### config.mk
export PLATFORM = sky130hd
export DESIGN_NAME = sensor_sample_validator_core
export DESIGN_NICKNAME = d
export VERILOG_FILES = /design/src/rtl/core/ssv_pkg.sv /design/src/rtl/core/ssv_scale.sv /design/src/rtl/core/ssv_check.sv /design/src/rtl/core/sensor_sample_validator_core.sv
export SDC_FILE = /design/constraint.sdc
export NUM_CORES = 2
export LEC_CHECK = 0
export BUFFER_PORTS_ARGS = -buffer_cell sky130_fd_sc_hd__buf_2
export CORE_MARGIN = 5
export CORE_UTILIZATION = 45
export CTS_BUF_LIST = sky130_fd_sc_hd__clkbuf_2
export DETAILED_ROUTE_END_ITERATION = 6
export PLACE_DENSITY_LB_ADDON = 0.2
export SLEW_MARGIN = 5
export SYNTH_ARGS = -nofsm -noshare
export SYNTH_HDL_FRONTEND = slang
export SYNTH_HIERARCHICAL = 1
export SYNTH_SLANG_ARGS = --single-unit
### constraint.sdc
create_clock -name clk -period 15.3 [get_ports clk]
set_input_delay 0.765 -clock clk [delete_from_list [all_inputs] [get_ports clk]]
set_output_delay 0.765 -clock clk [all_outputs]
set_load 0.01 [all_outputs]
### src/rtl/core/ssv_pkg.sv
package ssv_pkg;

  localparam int unsigned PRES_W  = 16;
  localparam int unsigned RAW_W   = 16;
  localparam int unsigned GAIN_W  = 24;
  localparam int unsigned CFG_IDX_W = 3;
  localparam int unsigned CFG_DATA_W = 24;
  // Internal sample width covers the largest supported SAMPLE_WIDTH.
  localparam int unsigned SMP_W   = 24;
  localparam int unsigned PROD_W  = SMP_W + GAIN_W;
  localparam int unsigned SCALE_W = PROD_W - 16;

  typedef enum logic [1:0] {
    DIAG_OK     = 2'd0,
    DIAG_RAW    = 2'd1,
    DIAG_SCALED = 2'd2,
    DIAG_RATE   = 2'd3
  } diag_t;

  localparam logic [CFG_IDX_W-1:0] CFG_RAW_MIN   = 3'd0;
  localparam logic [CFG_IDX_W-1:0] CFG_RAW_MAX   = 3'd1;
  localparam logic [CFG_IDX_W-1:0] CFG_GAIN      = 3'd2;
  localparam logic [CFG_IDX_W-1:0] CFG_ENG_MIN   = 3'd3;
  localparam logic [CFG_IDX_W-1:0] CFG_ENG_MAX   = 3'd4;
  localparam logic [CFG_IDX_W-1:0] CFG_MAX_DELTA = 3'd5;

  typedef struct packed {
    logic [RAW_W-1:0]  raw_min;
    logic [RAW_W-1:0]  raw_max;
    logic [GAIN_W-1:0] gain;
    logic [PRES_W-1:0] eng_min;
    logic [PRES_W-1:0] eng_max;
    logic [PRES_W-1:0] max_delta;
  } cfg_regs_t;

  // Result of the window checks, handed to the rate check stage.
  typedef struct packed {
    diag_t             diag;
    logic [PRES_W-1:0] value;
  } scale_res_t;

endpackage

### src/rtl/core/ssv_scale.sv
module ssv_scale import ssv_pkg::*; #(
  parameter int unsigned SAMPLE_WIDTH = 16
) (
  input  logic             clk,
  input  logic             rst_n,
  input  logic             load,
  input  logic             valid_in,
  input  logic [RAW_W-1:0] raw_in,
  input  cfg_regs_t        cfg,
  output logic             valid_r,
  output scale_res_t       res_r
);

  localparam logic [SMP_W-1:0] SampleMask = SMP_W'((25'(1) << SAMPLE_WIDTH) - 25'(1));

  logic [SMP_W-1:0]   raw;
  logic [SMP_W-1:0]   rmin;
  logic [SMP_W-1:0]   rmax;
  logic [SMP_W-1:0]   diff;
  logic [PROD_W-1:0]  prod;
  logic [SCALE_W:0]   scaled;
  scale_res_t         res_nxt;

  assign raw  = SMP_W'(raw_in) & SampleMask;
  assign rmin = SMP_W'(cfg.raw_min);
  assign rmax = SMP_W'(cfg.raw_max);
  assign diff = raw - rmin;
  assign prod = PROD_W'(diff) * PROD_W'(cfg.gain);
  // The sum keeps a carry bit so large values never wrap into the window.
  assign scaled = (SCALE_W+1)'(cfg.eng_min) + (SCALE_W+1)'(prod[PROD_W-1:16]);

  always_comb begin
    res_nxt.value = scaled[PRES_W-1:0];
    if (raw < rmin || raw > rmax) begin
      res_nxt.diag = DIAG_RAW;
    end else if (scaled > (SCALE_W+1)'(cfg.eng_max)) begin
      res_nxt.diag = DIAG_SCALED;
    end else begin
      res_nxt.diag = DIAG_OK;
    end
  end

  always_ff @(posedge clk) begin
    if (!rst_n) begin
      valid_r <= 1'b0;
    end else if (load) begin
      valid_r <= valid_in;
    end
  end

  always_ff @(posedge clk) begin
    if (load && valid_in) begin
      res_r <= res_nxt;
    end
  end

endmodule

### src/rtl/core/ssv_check.sv
module ssv_check import ssv_pkg::*; (
  input  logic              clk,
  input  logic              rst_n,
  input  logic              load,
  input  logic              valid_in,
  input  scale_res_t        res_in,
  input  logic [PRES_W-1:0] max_delta,
  output logic              valid_r,
  output logic [PRES_W-1:0] pressure_r,
  output logic              ok_r,
  output diag_t             diag_r
);

  logic              have_hist_r;
  logic [PRES_W-1:0] last_r;
  logic [PRES_W-1:0] delta;
  diag_t             diag_nxt;
  logic              accept;

  assign delta = (res_in.value >= last_r) ? (res_in.value - last_r)
                                          : (last_r - res_in.value);

  always_comb begin
    diag_nxt = res_in.diag;
    if (res_in.diag == DIAG_OK && have_hist_r && delta > max_delta) begin
      diag_nxt = DIAG_RATE;
    end
  end

  assign accept = load && valid_in && diag_nxt == DIAG_OK;

  always_ff @(posedge clk) begin
    if (!rst_n) begin
      valid_r     <= 1'b0;
      have_hist_r <= 1'b0;
      last_r      <= '0;
    end else begin
      if (load) begin
        valid_r <= valid_in;
      end
      // Only an accepted item moves the history; rejected items leave it alone.
      if (accept) begin
        have_hist_r <= 1'b1;
        last_r      <= res_in.value;
      end
    end
  end

  always_ff @(posedge clk) begin
    if (load && valid_in) begin
      diag_r     <= diag_nxt;
      ok_r       <= (diag_nxt == DIAG_OK);
      pressure_r <= (diag_nxt == DIAG_OK) ? res_in.value : '0;
    end
  end

endmodule

### src/rtl/core/sensor_sample_validator_core.sv
// Sensor sample validator: each item carries one raw converter count, which is
// checked against the raw window, scaled to 1/64 kPa as
// eng_min + (((raw - raw_min) * gain) >> 16), checked against the engineering
// window and, once a sample has been accepted, against max_delta from the last
// accepted value. Every item yields exactly one result; a rejected item gives
// pressure 0, sample_ok 0 and the failing check in diag_code. Items flow through
// three register stages (input, scaled value, result). The input register loads
// at the accepting edge; the item then moves through the scaled value register
// and the result register; one item is taken every cycle while the output is not
// stalled. The rate history is updated in the result stage, which
// lets each item see the outcome of the one just ahead of it. Configuration
// writes are always ready and take effect at once; write them only while the
// block holds no items.
module sensor_sample_validator_core import ssv_pkg::*; #(
  parameter int unsigned SAMPLE_WIDTH = 16
) (
  input  logic                  clk,
  input  logic                  rst_n,
  input  logic                  in_valid,
  output logic                  in_stall,
  input  logic [RAW_W-1:0]      in_raw_sample,
  output logic                  out_valid,
  input  logic                  out_stall,
  output logic [PRES_W-1:0]     out_pressure,
  output logic                  out_sample_ok,
  output logic [1:0]            out_diag_code,
  input  logic                  cfg_valid,
  output logic                  cfg_ready,
  input  logic [CFG_IDX_W-1:0]  cfg_index,
  input  logic [CFG_DATA_W-1:0] cfg_data
);

  cfg_regs_t        cfg_r;
  logic             in_v_r;
  logic [RAW_W-1:0] in_raw_r;
  logic             sc_v;
  scale_res_t       sc_res;
  logic             ck_v;
  diag_t            ck_diag;
  logic             ld_in;
  logic             ld_sc;
  logic             ld_ck;

  // A stage may load when it is empty or when the stage after it loads.
  assign ld_ck = !ck_v || !out_stall;
  assign ld_sc = !sc_v || ld_ck;
  assign ld_in = !in_v_r || ld_sc;

  assign in_stall  = !ld_in;
  assign cfg_ready = 1'b1;

  always_ff @(posedge clk) begin
    if (!rst_n) begin
      cfg_r.raw_min   <= 16'd0;
      cfg_r.raw_max   <= 16'd65535;
      cfg_r.gain      <= 24'd64001;
      cfg_r.eng_min   <= 16'd0;
      cfg_r.eng_max   <= 16'd64000;
      cfg_r.max_delta <= 16'd3200;
    end else if (cfg_valid && cfg_ready) begin
      case (cfg_index)
        CFG_RAW_MIN:   cfg_r.raw_min   <= cfg_data[RAW_W-1:0];
        CFG_RAW_MAX:   cfg_r.raw_max   <= cfg_data[RAW_W-1:0];
        CFG_GAIN:      cfg_r.gain      <= cfg_data[GAIN_W-1:0];
        CFG_ENG_MIN:   cfg_r.eng_min   <= cfg_data[PRES_W-1:0];
        CFG_ENG_MAX:   cfg_r.eng_max   <= cfg_data[PRES_W-1:0];
        CFG_MAX_DELTA: cfg_r.max_delta <= cfg_data[PRES_W-1:0];
        default: ;
      endcase
    end
  end

  always_ff @(posedge clk) begin
    if (!rst_n) begin
      in_v_r <= 1'b0;
    end else if (ld_in) begin
      in_v_r <= in_valid;
    end
  end

  always_ff @(posedge clk) begin
    if (ld_in && in_valid) begin
      in_raw_r <= in_raw_sample;
    end
  end

  ssv_scale #(
    .SAMPLE_WIDTH (SAMPLE_WIDTH)
  ) u_scale (
    .clk      (clk),
    .rst_n    (rst_n),
    .load     (ld_sc),
    .valid_in (in_v_r),
    .raw_in   (in_raw_r),
    .cfg      (cfg_r),
    .valid_r  (sc_v),
    .res_r    (sc_res)
  );

  ssv_check u_check (
    .clk        (clk),
    .rst_n      (rst_n),
    .load       (ld_ck),
    .valid_in   (sc_v),
    .res_in     (sc_res),
    .max_delta  (cfg_r.max_delta),
    .valid_r    (ck_v),
    .pressure_r (out_pressure),
    .ok_r       (out_sample_ok),
    .diag_r     (ck_diag)
  );

  assign out_valid     = ck_v;
  assign out_diag_code = ck_diag;

endmodule
# Word level (Yosys, flattened, before mapping)
# Cells that the tools add are included.
# word_totals
inputBits,48
regBits,177
elab_cells,59
# op_classes
n_reduce_logical,24
add_sub_neg,4
order_cmp,5
eq_ne,5
mux,3
multipliers,1
# op_table
op,count
$mul 24x24->48,1
$add 16x32->33,1
$gt 33x16->1,1
$gt 16x16->1,2
$sub 16x16->16,2
$sub 16x16->17,1
$ge 16x16->1,1
$lt 16x16->1,1
$mux 16,1
$reduce_and 2->1,6
$eq 3x2->1 const B,2
$eq 3x3->1 const B,2
$logic_and 1x1->1,6
$logic_not 1->1,5
$logic_not 2->1,2
$logic_or 1x1->1,4
$mux 2,2
$eq 3x1->1 const B,1
$logic_not 3->1,1

# Logic depth before layout (Yosys ltp)
# logic_depth
ltp_word,7
mapped_depth,55
ltp_nobuf,53

# Cells and area by module
# Netlist, hierarchy kept.
# by_module_without_submodules
mod,cells_each,instances,seq_area_each_um2,area_each_um2
ssv_scale,2294,1,560.5,20258.2
sensor_sample_validator_core,412,1,2582.5,4548.1
ssv_check,372,1,930.9,3339.5

# Worst setup path after synthesis
# Ideal clock, no wire load.
# synth_timing
path_kind,reg2reg
start,reg in_raw_r[2]
end,"reg u_scale/res_r[17] (netlist name), data pin"
t_arrival_ns,11.161
path_stages_with_launch,51
n_path_buf,2
setup_slack_ns,3.878
cell_sequence,edfxtp_1 > ha_1 > nor2b_1 > o21ai_0 > a21boi_0 > o21ai_0 > a21boi_0 > o21ai_0 > a21boi_0 > o21ai_0 > a211oi_1 > o31a_1 > nor2_1 > clkbuf_1 > clkbuf_1 > nand2_1 > fa_1 > fa_1 > (+15 left out) > o31ai_1 > xor2_1 > ha_1 > a21o_1 > a21o_1 > a21oi_1 > o21ai_0 > a41o_1 > o21a_1 > o21ai_0 > xnor2_1 > ha_1 > a211oi_1 > o2111ai_1 > o21ai_0 > nand4_1 > nor3_1 > o21ai_1
# synth_lines
element,line_no,rtl
start: declaration,sensor_sample_validator_core.sv:35,logic [RAW_W-1:0] in_raw_r;
start signal: assignment,sensor_sample_validator_core.sv:83,in_raw_r <= in_raw_sample;
end signal: assignment,ssv_scale.sv:53,res_r <= res_nxt;
end: declaration,ssv_scale.sv:11,output scale_res_t res_r

==> flow_summary.yaml <==
cts:
  cts_tree: "done"
  ctsHoldBuffers: 0
  cts.sinks: 177
  cts_root_buf: "clkbuf_2"
  cts_resized: 0
  post_cts_buffers: 0
  clk-insertion-delay-late_ns: 0.81
  cts_buffer_depth: 2
  cts_buffers: 17
  clkTransAtPathRegs_ns: 0.26
  cts_htree_levels: 4
critical_path:
  reg2reg_slack_ns: 1.59
  crit_path_end_kind: "register"
  cp-start-kind: "register"
  cp_data_arrival_time_ns: 14.28
  cpMaxStageDelayCell: "a2111oi_0"
  reg2reg_from: "in_raw_r[0]"
  rr_worst_depth: 47
  r2r_end: "u_scale/res_r[17]"
  path_class: "reg2reg"
  crit_required_ns: 15.87
  critPathMaxStageDelay_ns: 1.03
  critPathMaxFanout: 14
  crit_top_cell: "fa_1"
yosys:
  yosysSeqAreaShare_pct: 14.5
  synth_area_per_cell_um2: 9.14
  synth_ff_type: "dfxtp_1"
  synth-edff-count: 53
  syn_inst: 3078
  syn_nets: 3853
  synth-seq-cells: 177
  yosysWarnings: 6
  async_reset_ff_share_pct: 0
  ys_types: 84
  syn-cell-area_um2: 28100
detailed_routing:
  ant_nets: 0
  routed_wl_um: 76300
  wl_per_cell_um: 19.4
  firstDrtPassIters: 5
  num_vias: 20800
  via_per_inst: 5.28
  drt-initial-drc-count: 1411
  drc: 0
run_status:
  status: "finished, final reports clean"
worst_hold_path:
  min_path_cells: 1
  hp-start: "in_raw_sample[8]"
  hold_class: "in2reg"
  hold_end: "in_raw_r[8]"
timing:
  hold_viol_final: 0
  max_clock_freq_mhz: 73.0
  tns_ns: 0
  tightestPinTransition_ns: 1.20
  fin_skew_ns: 0.0631
  min_period_ns: 13.71
  rsz0062_at_grt: "false"
  finalCritPeriodShare_pct: 89.6
  finalSetupViolations: 0
  hold_slack_ns: 0.135
  maxSlewHeadroom_pct: 18.2
  slew_violations: 0
place:
  place.gp.congestion: 0.908
  place_area_um2: 29500
  portBuffers: 68
  dp_hpwl_um: 59400
layout:
  nNetsFinal: 3860
  n_fill_cell: 5885
  layout-drive-gt1-share_pct: 5.62
  fin_area_um2: 29700
  regArea_um2: 4070
  final_common_cell: "inv_1"
  multiInputGateArea_um2: 21300
  layout_common_cells: "628 x inv_1, 443 x fa_1, 373 x nand2_1"
  areaGrowthSynthToFinish_pct: 5.58
floorplan:
  initial_core_util_pct: 45.5
  ioPinCount: 70
  die_w_um: 260
  rows: 91
  fp.dieArea_um2: 67600
  core_um2: 61800
  dieHeight_um: 260
job:
  drv_cap: 0
grt:
  track_usage_pct: 23.1
  grt_first_pass_wirelength_um: 123000
  grt_pass1_vias: 22300
  grt_max_degree: 78
  grt_overflow: 0
  antenna_found_initial: 2
[Yosys cell counts, types with 6 or more instances]
cell | instances | share of area (%)
mux2i_1 | 136 | 4.8
ha_1 | 284 | 13
a21o_1 | 45 | 1.2
and4_1 | 7 | 0.22
nor3_1 | 23 | 0.41
fa_1 | 443 | 32
nand2b_1 | 29 | 0.64
a211oi_1 | 10 | 0.27
edfxtp_1 | 53 | 5.7
nand3_1 | 17 | 0.30
dfxtp_1 | 124 | 8.8
nor4_1 | 6 | 0.13
o21ai_0 | 61 | 1.1
and2_1 | 221 | 4.9
a31oi_1 | 13 | 0.29
and3_1 | 9 | 0.20
a211o_1 | 6 | 0.19
clkbuf_1 | 101 | 1.3
nand4_1 | 22 | 0.49
o211ai_1 | 10 | 0.27
inv_1 | 628 | 8.4
o21bai_1 | 7 | 0.19
a21oi_1 | 95 | 1.7
nand2_1 | 373 | 5.0
nor2b_1 | 96 | 2.1
xor2_1 | 23 | 0.72
xnor2_1 | 47 | 1.5
buf_2 | 12 | 0.21
nor2_1 | 48 | 0.64
a21boi_0 | 7 | 0.19
o21a_1 | 28 | 0.75
[routing by layer]
layer	part of all wire, %	GRT usage, %	vias up
li1	-	-	9618
met4	2.2	5.66	0
met1	46	32.9	10500
met5	0	0	-
met3	4.9	1.94	84
met2	47	38.5	558
[registers in the layout, summed over array words and instances (netlist names), 2 cells and up]
register / count
u_check/last_r: 16
u_check/diag_r: 2
u_scale/res_r: 18
in_raw_r: 16
u_check/pressure_r: 16
cfg_r: 104
[through the flow]
stage                     cells  util, %  worst slack, ns
after CTS                  3935     48.1             1.94
after floorplan            3078        -             3.88
after detailed placement   3903     47.7             1.99
final                      3939     48.1             1.59
after global routing       3936     48.1            0.894
after global placement     3903     47.7             2.38
[critical path: cells and delay by family, from the launching register on]
kind / cells / cell delay [ns]
AO/OA/AOI/OAI: 19 / 5.65
adder cells (fa/ha/maj): 12 / 5.28
AND/OR/NAND/NOR: 8 / 1.50
flip-flops: 1 / 0.39
XOR/XNOR: 2 / 0.35
buffers and inverters: 6 / 0.31
[how the worst max path moves through the flow]
stage | start | to
finish | in_raw_r[0] | u_scale/res_r[17]
global route | in_raw_r[0] | u_scale/res_r[17]
CTS | in_raw_r[0] | u_scale/res_r[17]
detailed placement | in_raw_r[0] | u_scale/res_r[17]
global placement | in_raw_r[0] | u_scale/res_r[17]
floorplan | in_raw_r[2] | u_scale/res_r[17]
[cell type report]
| class | count | area share (%) |
|---|---|---|
| diodes | 4 | 0.0337 |
| clock buffers | 18 | 0.303 |
| clock inverters | 14 | 0.514 |
| flip-flops and latches | 177 | 13.7 |
| repair buffers | 111 | 2.24 |
| inverters | 628 | 7.93 |
| multi-input cells | 2150 | 71.7 |
| well taps | 837 | 3.52 |
[cell families (layout without fill, tap and decap cells)]
kind of cell | Yosys count | count (layout) | share of synthesized area [%]
AOI/OAI and AO/OA | 333 | 333 | 7.93
xor gates and xnor gates | 71 | 71 | 2.24
adders and majority gates | 727 | 727 | 44.1
buffers and inverters | 751 | 771 | 10.3
DFF | 177 | 177 | 14.5
muxes | 138 | 138 | 4.92
other | 1 | 5 | 0.0133
and+or+nand+nor | 880 | 880 | 16.0
Power is not shown: default switching activity piles up to over one toggle a cycle in this logic, so the estimate is an artifact.
